===== src/design/lbfd_pkg.sv =====
// ----------------------------------------------------------------------------
// lbfd_pkg: shared types and constants of the LED bar frame driver
// Field widths, level codes, request modes, sequencer states and the
// control bundles passed between the sequencer, level bank and shifter.
// ----------------------------------------------------------------------------
package lbfd_pkg;

   localparam int NUM_LEDS    = 10;
   localparam int WORD_W      = 16;
   localparam int LEVEL_W     = 8;
   localparam int IDX_W       = 4;
   localparam int MODE_W      = 2;
   localparam int FRAME_WORDS = NUM_LEDS + 3;
   localparam int WCNT_W      = $clog2(FRAME_WORDS);
   localparam int LED_AW      = (NUM_LEDS > 1) ? $clog2(NUM_LEDS) : 1;
   localparam int BITCNT_W    = $clog2(WORD_W);
   localparam int CSR_AW      = 3;
   localparam int CSR_DW      = 32;

   localparam logic [CSR_AW-3:0] CSR_CMD_WORD = 1'b0;

   localparam logic [LEVEL_W-1:0] LVL_OFF  = 8'h00;
   localparam logic [LEVEL_W-1:0] LVL_MED  = 8'h0F;
   localparam logic [LEVEL_W-1:0] LVL_FULL = 8'hFF;

   localparam logic [MODE_W-1:0] MODE_SET_ONE = 2'd0;
   localparam logic [MODE_W-1:0] MODE_SET_ALL = 2'd1;
   localparam logic [MODE_W-1:0] MODE_READ    = 2'd2;

   typedef enum logic [2:0] {
      ST_IDLE,
      ST_DECODE,
      ST_LOAD,
      ST_SHIFT,
      ST_SEND
   } state_type;

   typedef struct packed {
      logic               wr_en;
      logic               wr_all;
      logic [LED_AW-1:0]  wr_idx;
      logic [LEVEL_W-1:0] wr_level;
      logic [LED_AW-1:0]  rd_idx;
   } bank_ctrl_type;

   typedef struct packed {
      logic              load;
      logic [WORD_W-1:0] src;
   } shift_ctrl_type;

   function automatic logic level_valid(input logic [LEVEL_W-1:0] lv);
      return (lv == LVL_OFF) || (lv == LVL_MED) || (lv == LVL_FULL);
   endfunction

   function automatic logic [LEVEL_W-1:0] classify(input logic [LEVEL_W-1:0] lv);
      logic [LEVEL_W-1:0] r;
      if (lv == LVL_OFF) begin
         r = LVL_OFF;
      end else if (lv == LVL_MED) begin
         r = LVL_MED;
      end else begin
         r = LVL_FULL;
      end
      return r;
   endfunction

endpackage


===== src/design/lbfd_level_bank.sv =====
// ----------------------------------------------------------------------------
// lbfd_level_bank: stored LED brightness levels
// One level per LED, cleared by reset; single-LED or broadcast write and
// one read port.
// ----------------------------------------------------------------------------
module lbfd_level_bank
   import lbfd_pkg::*;
(
   input  logic               clock,
   input  logic               reset,
   input  bank_ctrl_type      ctrl,
   output logic [LEVEL_W-1:0] rd_data
);

   logic [LEVEL_W-1:0] levels_ff [NUM_LEDS];

   always_ff @(posedge clock) begin
      if (reset) begin
         for (int i = 0; i < NUM_LEDS; i++) begin
            levels_ff[i] <= LVL_OFF;
         end
      end else if (ctrl.wr_all) begin
         for (int i = 0; i < NUM_LEDS; i++) begin
            levels_ff[i] <= ctrl.wr_level;
         end
      end else if (ctrl.wr_en && (32'(ctrl.wr_idx) < NUM_LEDS)) begin
         levels_ff[ctrl.wr_idx] <= ctrl.wr_level;
      end
   end

   assign rd_data = (32'(ctrl.rd_idx) < NUM_LEDS) ? levels_ff[ctrl.rd_idx] : LVL_OFF;

endmodule


===== src/design/lbfd_word_shift.sv =====
// ----------------------------------------------------------------------------
// lbfd_word_shift: bit-serial word shifter
// Moves a loaded word MSB first, one bit per cycle, into the result register,
// which then holds it until the next load.
// ----------------------------------------------------------------------------
module lbfd_word_shift
   import lbfd_pkg::*;
(
   input  logic              clock,
   input  logic              reset,
   input  shift_ctrl_type    ctrl,
   output logic              busy,
   output logic [WORD_W-1:0] word
);

   logic [WORD_W-1:0]   src_ff, src_in;
   logic [WORD_W-1:0]   dst_ff, dst_in;
   logic [BITCNT_W-1:0] cnt_ff, cnt_in;
   logic                busy_ff, busy_in;

   always_comb begin
      src_in  = src_ff;
      dst_in  = dst_ff;
      cnt_in  = cnt_ff;
      busy_in = busy_ff;
      if (ctrl.load) begin
         src_in  = ctrl.src;
         cnt_in  = '0;
         busy_in = 1'b1;
      end else if (busy_ff) begin
         // advance one bit, MSB first
         dst_in = {dst_ff[WORD_W-2:0], src_ff[WORD_W-1]};
         src_in = {src_ff[WORD_W-2:0], 1'b0};
         cnt_in = cnt_ff + 1'b1;
         if (cnt_ff == BITCNT_W'(WORD_W - 1)) begin
            busy_in = 1'b0;
         end
      end
   end

   always_ff @(posedge clock) begin
      if (reset) begin
         busy_ff <= 1'b0;
         cnt_ff  <= '0;
      end else begin
         busy_ff <= busy_in;
         cnt_ff  <= cnt_in;
      end
      src_ff <= src_in;
      dst_ff <= dst_in;
   end

   assign busy = busy_ff;
   assign word = dst_ff;

endmodule


===== src/design/lbfd_frame_seq.sv =====
// ----------------------------------------------------------------------------
// lbfd_frame_seq: request decoder and frame sequencer
// Checks each request, updates the level bank, and steps through the frame
// words, feeding each one to the shifter and presenting it as a result word.
// ----------------------------------------------------------------------------
module lbfd_frame_seq
   import lbfd_pkg::*;
(
   input  logic               clock,
   input  logic               reset,
   input  logic               req_valid,
   output logic               req_ready,
   input  logic [MODE_W-1:0]  req_mode,
   input  logic [IDX_W-1:0]   req_led_index,
   input  logic [LEVEL_W-1:0] req_level,
   output logic               rsp_valid,
   input  logic               rsp_ready,
   output logic               rsp_last,
   output logic               rsp_ok,
   output logic [LEVEL_W-1:0] rsp_read_level,
   input  logic [WORD_W-1:0]  command_word,
   input  logic [LEVEL_W-1:0] bank_rd_data,
   input  logic               shift_busy,
   output bank_ctrl_type      bank_ctrl,
   output shift_ctrl_type     shift_ctrl
);

   state_type          state_ff, state_in;
   logic [MODE_W-1:0]  mode_ff, mode_in;
   logic [IDX_W-1:0]   idx_ff, idx_in;
   logic [LEVEL_W-1:0] level_ff, level_in;
   logic               ok_ff, ok_in;
   logic               frame_ff, frame_in;
   logic [LEVEL_W-1:0] rd_ff, rd_in;
   logic [WCNT_W-1:0]  wcnt_ff, wcnt_in;

   logic idx_ok;
   logic lvl_ok;
   logic last_word;

   assign idx_ok    = 32'(idx_ff) < NUM_LEDS;
   assign lvl_ok    = level_valid(level_ff);
   assign last_word = !frame_ff || (32'(wcnt_ff) == FRAME_WORDS - 1);

   // next state
   always_comb begin
      state_in = state_ff;
      case (state_ff)
         ST_IDLE: begin
            if (req_valid) state_in = ST_DECODE;
         end
         ST_DECODE: state_in = ST_LOAD;
         ST_LOAD:   state_in = ST_SHIFT;
         ST_SHIFT: begin
            if (!shift_busy) state_in = ST_SEND;
         end
         ST_SEND: begin
            if (rsp_ready) state_in = last_word ? ST_IDLE : ST_LOAD;
         end
         default: state_in = ST_IDLE;
      endcase
   end

   // outputs and datapath
   always_comb begin
      mode_in  = mode_ff;
      idx_in   = idx_ff;
      level_in = level_ff;
      ok_in    = ok_ff;
      frame_in = frame_ff;
      rd_in    = rd_ff;
      wcnt_in  = wcnt_ff;

      req_ready = 1'b0;
      rsp_valid = 1'b0;

      bank_ctrl.wr_en    = 1'b0;
      bank_ctrl.wr_all   = 1'b0;
      bank_ctrl.wr_idx   = LED_AW'(idx_ff);
      bank_ctrl.wr_level = level_ff;
      bank_ctrl.rd_idx   = LED_AW'(wcnt_ff - 1'b1);

      shift_ctrl.load = 1'b0;
      shift_ctrl.src  = '0;

      case (state_ff)
         ST_IDLE: begin
            req_ready = 1'b1;
            if (req_valid) begin
               mode_in  = req_mode;
               idx_in   = req_led_index;
               level_in = req_level;
            end
         end
         ST_DECODE: begin
            bank_ctrl.rd_idx = LED_AW'(idx_ff);
            wcnt_in  = '0;
            rd_in    = LVL_OFF;
            ok_in    = 1'b0;
            frame_in = 1'b0;
            case (mode_ff)
               MODE_SET_ONE: begin
                  ok_in           = idx_ok && lvl_ok;
                  frame_in        = idx_ok && lvl_ok;
                  bank_ctrl.wr_en = idx_ok && lvl_ok;
               end
               MODE_SET_ALL: begin
                  ok_in            = lvl_ok;
                  frame_in         = lvl_ok;
                  bank_ctrl.wr_all = lvl_ok;
               end
               MODE_READ: begin
                  ok_in = idx_ok;
                  if (idx_ok) rd_in = classify(bank_rd_data);
               end
               default: begin
                  ok_in = 1'b0;
               end
            endcase
         end
         ST_LOAD: begin
            shift_ctrl.load = 1'b1;
            if (!frame_ff) begin
               shift_ctrl.src = '0;
            end else if (wcnt_ff == '0) begin
               shift_ctrl.src = command_word;
            end else if (32'(wcnt_ff) <= NUM_LEDS) begin
               shift_ctrl.src = WORD_W'(bank_rd_data);
            end else begin
               shift_ctrl.src = '0;
            end
         end
         ST_SHIFT: begin
         end
         ST_SEND: begin
            rsp_valid = 1'b1;
            if (rsp_ready && !last_word) wcnt_in = wcnt_ff + 1'b1;
         end
         default: begin
         end
      endcase
   end

   always_ff @(posedge clock) begin
      if (reset) begin
         state_ff <= ST_IDLE;
         wcnt_ff  <= '0;
      end else begin
         state_ff <= state_in;
         wcnt_ff  <= wcnt_in;
      end
      mode_ff  <= mode_in;
      idx_ff   <= idx_in;
      level_ff <= level_in;
      ok_ff    <= ok_in;
      frame_ff <= frame_in;
      rd_ff    <= rd_in;
   end

   assign rsp_last       = last_word;
   assign rsp_ok         = ok_ff;
   assign rsp_read_level = rd_ff;

endmodule


===== src/design/led_bar_frame_driver.sv =====
// Every result word passes through the bit-serial word shifter; the next frame
// word is loaded only after the previous one is taken. A frame holds 13 words
// (the command word, the ten LED levels and two zero words), while a read or
// rejected request gets a single-word reply.
// One request is handled at a time; a new one is taken once the last word goes.
// Reset (synchronous, active high) clears all LED levels and the command word.
// ----------------------------------------------------------------------------
// led_bar_frame_driver: ten-LED bar frame driver
// Keeps LED brightness levels, builds update frames and answers level reads;
// the command word is written through the CSR port.
// ----------------------------------------------------------------------------
module led_bar_frame_driver
   import lbfd_pkg::*;
(
   input  logic               clock,
   input  logic               reset,
   input  logic               req_valid,
   output logic               req_ready,
   input  logic [MODE_W-1:0]  req_mode,
   input  logic [IDX_W-1:0]   req_led_index,
   input  logic [LEVEL_W-1:0] req_level,
   output logic               rsp_valid,
   input  logic               rsp_ready,
   output logic [WORD_W-1:0]  rsp_frame_word,
   output logic               rsp_last,
   output logic               rsp_ok,
   output logic [LEVEL_W-1:0] rsp_read_level,
   input  logic               csr_psel,
   input  logic               csr_penable,
   input  logic               csr_pwrite,
   input  logic [CSR_AW-1:0]  csr_paddr,
   input  logic [CSR_DW-1:0]  csr_pwdata,
   output logic [CSR_DW-1:0]  csr_prdata,
   output logic               csr_pready
);

   logic [WORD_W-1:0]  command_ff, command_in;
   logic               cmd_sel;
   logic [LEVEL_W-1:0] bank_rd_data;
   logic               shift_busy;
   bank_ctrl_type      bank_ctrl;
   shift_ctrl_type     shift_ctrl;

   assign cmd_sel    = csr_paddr[CSR_AW-1:2] == CSR_CMD_WORD;
   assign csr_pready = 1'b1;
   assign csr_prdata = cmd_sel ? CSR_DW'(command_ff) : '0;

   always_comb begin
      command_in = command_ff;
      if (csr_psel && csr_penable && csr_pwrite && cmd_sel) begin
         command_in = csr_pwdata[WORD_W-1:0];
      end
   end

   always_ff @(posedge clock) begin
      if (reset) begin
         command_ff <= '0;
      end else begin
         command_ff <= command_in;
      end
   end

   lbfd_frame_seq u_seq (
      .clock          (clock),
      .reset          (reset),
      .req_valid      (req_valid),
      .req_ready      (req_ready),
      .req_mode       (req_mode),
      .req_led_index  (req_led_index),
      .req_level      (req_level),
      .rsp_valid      (rsp_valid),
      .rsp_ready      (rsp_ready),
      .rsp_last       (rsp_last),
      .rsp_ok         (rsp_ok),
      .rsp_read_level (rsp_read_level),
      .command_word   (command_ff),
      .bank_rd_data   (bank_rd_data),
      .shift_busy     (shift_busy),
      .bank_ctrl      (bank_ctrl),
      .shift_ctrl     (shift_ctrl)
   );

   lbfd_level_bank u_bank (
      .clock   (clock),
      .reset   (reset),
      .ctrl    (bank_ctrl),
      .rd_data (bank_rd_data)
   );

   lbfd_word_shift u_shift (
      .clock (clock),
      .reset (reset),
      .ctrl  (shift_ctrl),
      .busy  (shift_busy),
      .word  (rsp_frame_word)
   );

endmodule


===== config.mk =====
export PLATFORM = sky130hd
export DESIGN_NAME = led_bar_frame_driver
export DESIGN_NICKNAME = d
export VERILOG_FILES = /design/src/design/lbfd_pkg.sv /design/src/design/lbfd_level_bank.sv /design/src/design/lbfd_word_shift.sv /design/src/design/lbfd_frame_seq.sv /design/src/design/led_bar_frame_driver.sv
export SDC_FILE = /design/constraint.sdc
export NUM_CORES = 1
export LEC_CHECK = 0
export ABC_AREA = 1
export BUFFER_PORTS_ARGS = -buffer_cell sky130_fd_sc_hd__buf_2
export CAP_MARGIN = 25
export CORE_MARGIN = 5
export CORE_UTILIZATION = 50
export CTS_CLUSTER_SIZE = 30
export DETAILED_ROUTE_END_ITERATION = 10
export PLACE_DENSITY = 0.78
export SETUP_SLACK_MARGIN = 0.15
export SYNTH_ARGS = -nofsm -noshare
export SYNTH_HDL_FRONTEND = slang
export SYNTH_SLANG_ARGS = --single-unit
export TNS_END_PERCENT = 30

===== constraint.sdc =====
create_clock -name clock -period 7.8 [get_ports clock]
set_clock_uncertainty 0.2 [all_clocks]
set_input_delay 1.56 -clock clock [delete_from_list [all_inputs] [get_ports clock]]
set_output_delay 1.56 -clock clock [all_outputs]
set_load 0.01 [all_outputs]

==> metrics.txt <==
# TYPE chip_impl_metric gauge
chip_impl_info{name="status",value="completed"} 1
chip_impl_metric{name="async_reset_ff_share",unit="%"} 0
chip_impl_metric{name="achievable_freq",unit="MHz"} 264
chip_impl_metric{name="detailed_place_hpwl",unit="mm"} 10.9
chip_impl_metric{name="synthDistinctLibCells",unit=""} 40
chip_impl_metric{name="cts.path.max_buffers",unit=""} 2
chip_impl_metric{name="internal-power",unit="mW"} 1.50
chip_impl_metric{name="initial_utilization",unit="%"} 51.3
chip_impl_metric{name="die_h",unit="um"} 133
chip_impl_metric{name="timing.hold.worst_path_depth",unit=""} 0
chip_impl_metric{name="portion_of_the_post_synthesis_area_used_by_sequential_elements",unit="%"} 59.5
chip_impl_info{name="yosys-top-cells-area",value="sky130_fd_sc_hd__edfxtp_1 (52%), sky130_fd_sc_hd__dfxtp_1 (7.5%), sky130_fd_sc_hd__nor2_1 (6.7%)"} 1
chip_impl_info{name="end_kind",value="output pin"} 1
chip_impl_info{name="crit-reg2reg-capture",value="u_bank.levels_ff[1][7]"} 1
chip_impl_metric{name="gpl.final_weighted_congestion",unit=""} 0.861
chip_impl_info{name="layout.cells.most_common",value="sky130_fd_sc_hd__nor2_1"} 1
chip_impl_metric{name="synth_area",unit="sq um"} 7510
chip_impl_metric{name="syn-instance-count",unit=""} 805
chip_impl_metric{name="ant_nets_after_route",unit=""} 0
chip_impl_info{name="netlist.top_cell.by_area",value="sky130_fd_sc_hd__edfxtp_1"} 1
chip_impl_metric{name="route.detailed.vias_per_inst",unit=""} 5.22
chip_impl_metric{name="htree_num_levels",unit=""} 4
chip_impl_metric{name="worstMarginPinSlew",unit="ns"} 0.996
chip_impl_metric{name="power.static_leakage",unit="nW"} 3.71
chip_impl_metric{name="numPortBuffers",unit=""} 81
chip_impl_metric{name="cellPowerDensity",unit="nW/um^2"} 232
chip_impl_metric{name="postLayoutSetupSlackWorst",unit="ns"} 4.02
chip_impl_metric{name="r2r_slack",unit="ns"} 4.41
chip_impl_metric{name="maximum_number_of_pins_on_one_net_before_global_route_repair",unit=""} 42
chip_impl_metric{name="worst_slew_margin_rel",unit="%"} 33.5
chip_impl_metric{name="finalSetupViolations",unit=""} 0
chip_impl_metric{name="via_count",unit=""} 5638
chip_impl_metric{name="synth-edff-count",unit=""} 130
chip_impl_metric{name="maxCapViolations",unit=""} 0
chip_impl_metric{name="track_usage",unit="%"} 18.1
chip_impl_metric{name="combPwrFrac",unit="%"} 10.5
chip_impl_metric{name="post_cts_resized",unit=""} 0
chip_impl_metric{name="final_max_slew_viol_count",unit=""} 0
chip_impl_info{name="tritoncts_clock_tree",value="done"} 1
chip_impl_metric{name="fin_setup_tns",unit="ns"} 0
chip_impl_metric{name="instance_area_after_placement",unit="sq um"} 7910
chip_impl_info{name="dominantRegCellSynth",value="sky130_fd_sc_hd__edfxtp_1"} 1
chip_impl_metric{name="timing_hold_violations_final",unit=""} 0
chip_impl_metric{name="post_cts.repair.setup_buffers",unit=""} 0
chip_impl_info{name="worst_setup_path_start_kind",value="primary input"} 1
chip_impl_metric{name="worst-r2r-cell-count",unit=""} 8
chip_impl_metric{name="worst_ir_drop_vdd",unit="mV"} 0.181
chip_impl_metric{name="synth.ff_latch_count",unit=""} 158
chip_impl_metric{name="grt_first_pass_wirelength",unit="mm"} 25.4
chip_impl_metric{name="fin_nets",unit=""} 943
chip_impl_metric{name="cts_hold_buffers",unit=""} 0
chip_impl_metric{name="post-route-min-period",unit="ns"} 3.78
chip_impl_metric{name="number_of_antenna_violations_at_the_first_check_in_global_routing",unit=""} 0
chip_impl_metric{name="worstPathRequired",unit="ns"} 6.04
chip_impl_metric{name="final_layout_size_suffix_gt1_share",unit="%"} 17.1
chip_impl_info{name="worst-setup-path-type",value="in -> out"} 1
chip_impl_metric{name="total_switching_power",unit="mW"} 0.487
chip_impl_metric{name="top_level_ports",unit=""} 117
chip_impl_metric{name="cts_num_sinks",unit=""} 158
chip_impl_metric{name="floorplan.core_area",unit="sq um"} 14600
chip_impl_metric{name="netSwitchingFraction",unit="%"} 24.5
chip_impl_metric{name="final_cell_area",unit="sq um"} 8560
chip_impl_metric{name="num_antenna_cells",unit=""} 0
chip_impl_metric{name="die_w",unit="um"} 133
chip_impl_metric{name="dieArea",unit="sq um"} 17600
chip_impl_info{name="critical_path.reg2reg.startpoint",value="u_seq.level_ff[3]"} 1
chip_impl_metric{name="cts_buffers",unit=""} 17
chip_impl_metric{name="cp.arrival",unit="ns"} 2.02
chip_impl_metric{name="synth-warning-count",unit=""} 0
chip_impl_metric{name="routed_wl",unit="mm"} 16.0
chip_impl_info{name="crit_start",value="csr_paddr[2]"} 1
chip_impl_metric{name="total_overflow_reported_by_the_global_router",unit=""} 0
chip_impl_metric{name="clk_pin_slew_worst_paths",unit="ns"} 0.06
chip_impl_metric{name="crit_fanout",unit=""} 17
chip_impl_info{name="worst_hold_path.endpoint",value="u_shift.word[0]"} 1
chip_impl_metric{name="drtPass1Iterations",unit=""} 5
chip_impl_metric{name="synthesis.area_per_instance",unit="sq um"} 9.33
chip_impl_info{name="mostFrequentLayoutCells",value="sky130_fd_sc_hd__nor2_1 (135), sky130_fd_sc_hd__edfxtp_1 (130), sky130_fd_sc_hd__nand2_1 (129)"} 1
chip_impl_info{name="hold_start",value="u_shift.src_ff[15]"} 1
chip_impl_metric{name="drt_first_iter_violations",unit=""} 475
chip_impl_metric{name="clock_share_of_power",unit="%"} 40.5
chip_impl_metric{name="area_delta_synth_final",unit="%"} 14.1
chip_impl_info{name="master_cell_of_the_clock_root_buffer",value="sky130_fd_sc_hd__clkbuf_16"} 1
chip_impl_info{name="hold_path_class",value="reg -> reg"} 1
chip_impl_metric{name="first_global_vias",unit=""} 5194
chip_impl_metric{name="clk_latency",unit="ns"} 0.42
chip_impl_metric{name="synth_largest_type_area_fraction",unit="%"} 52.0
chip_impl_metric{name="seq_power_share",unit="%"} 49.1
chip_impl_metric{name="wl_per_cell",unit="um"} 14.8
chip_impl_info{name="setup_repair_after_global_routing_missed_its_margin",value="false"} 1
chip_impl_metric{name="row_count",unit=""} 44
chip_impl_metric{name="drcViolationCount",unit=""} 0
chip_impl_metric{name="final_critical_path_share_of_the_clock_period",unit="%"} 48.5
chip_impl_metric{name="dpl_worst_slack",unit="ns"} 3.59
layout make-up:
class | instances | area [sq um]
repair buffers | 94 | 494
clock inverters | 7 | 47.5
fillers | 1247 | 6080
well taps | 184 | 230
clock buffers | 25 | 541
inverters | 119 | 447
multi-input cells | 493 | 2340
flip-flops and latches | 158 | 4460
critical path, stage by stage:
cell,delay [ns]
sky130_fd_sc_hd__buf_2,0.24
sky130_fd_sc_hd__nor2_1,0.08
sky130_fd_sc_hd__buf_2,0.15
metal layers:
layer	vias up	share of wire, %	track usage [%]
met5	-	0	0
li1	2749	-	-
met3	36	7.0	3.76
met4	0	2.5	7.62
met2	251	49	30.1
met1	2602	41	23.1
cell families (layout without fill, tap and decap cells):
family | Yosys count | in the layout | synth area share, %
compound gates | 90 | 90 | 6.85
xor+xnor | 2 | 2 | 0.233
fa+ha+maj | 4 | 4 | 0.667
buf+inv | 169 | 245 | 10.2
flops | 158 | 158 | 59.5
mux | 5 | 5 | 0.667
other cells | 2 | 17 | 0.100
simple gates | 375 | 375 | 21.8
synth_stat cells, drive strengths merged (2+ instances only):
cell type and count:
nor2 143, nand2 134, edfxtp 130, inv 118, nand3 64, o21ai 48, buf 33, a21oi 31
dfxtp 28, clkbuf 17, nand4 11, nor3 9, or2 9, a22oi 7, mux2i 5, ha 4
nand3b 4, conb 2, xor2 2
power by group through the flow:
stage / registers (mW) / clock network (mW) / logic, mW
5_1_grt: 0.981 / 0.848 / 0.232
3_3_place_gp: 0.993 / 0 / 0.197
2_1_floorplan: 0.993 / 0 / 0.154
3_5_place_dp: 0.995 / 0 / 0.201
4_1_cts: 0.978 / 0.812 / 0.202
6_report: 0.977 / 0.805 / 0.208
worst max-delay path by stage:
stage,end,depth (start not counted),slack (ns)
6_report,csr_prdata[8],3,4.02
2_1_floorplan,csr_prdata[10],3,3.86
3_3_place_gp,u_bank.levels_ff[9][0],4,3.62
3_5_place_dp,u_bank.levels_ff[5][0],4,3.59
5_1_grt,csr_prdata[12],3,3.96
4_1_cts,csr_prdata[8],3,4.02
flip-flops by register name, summed over array words and instances (netlist names):
register and count:
u_seq.state_ff 3, u_bank.levels_ff 80, u_shift.cnt_ff 4, u_shift.word 16, u_seq.mode_ff 2, u_seq.idx_ff 4
u_seq.level_ff 8, u_seq.frame_ff 1, u_shift.src_ff 16, u_seq.rsp_read_level 2, u_seq.wcnt_ff 4, u_seq.rsp_ok 1
u_shift.busy 1, command_ff 16
metrics by stage:
step                      hold WS [ns]  utilization (%)  power, mW  cells
final                            0.234             58.5       1.99   1080
after global routing             0.235             58.5       2.06   1080
after CTS                        0.228             58.0       1.99   1070
after detailed placement         0.217             54.0       1.20   1038
after global placement           0.217             54.0       1.19   1037
after floorplan                  0.200                -       1.15    820
(Power assumes the default switching activity.)
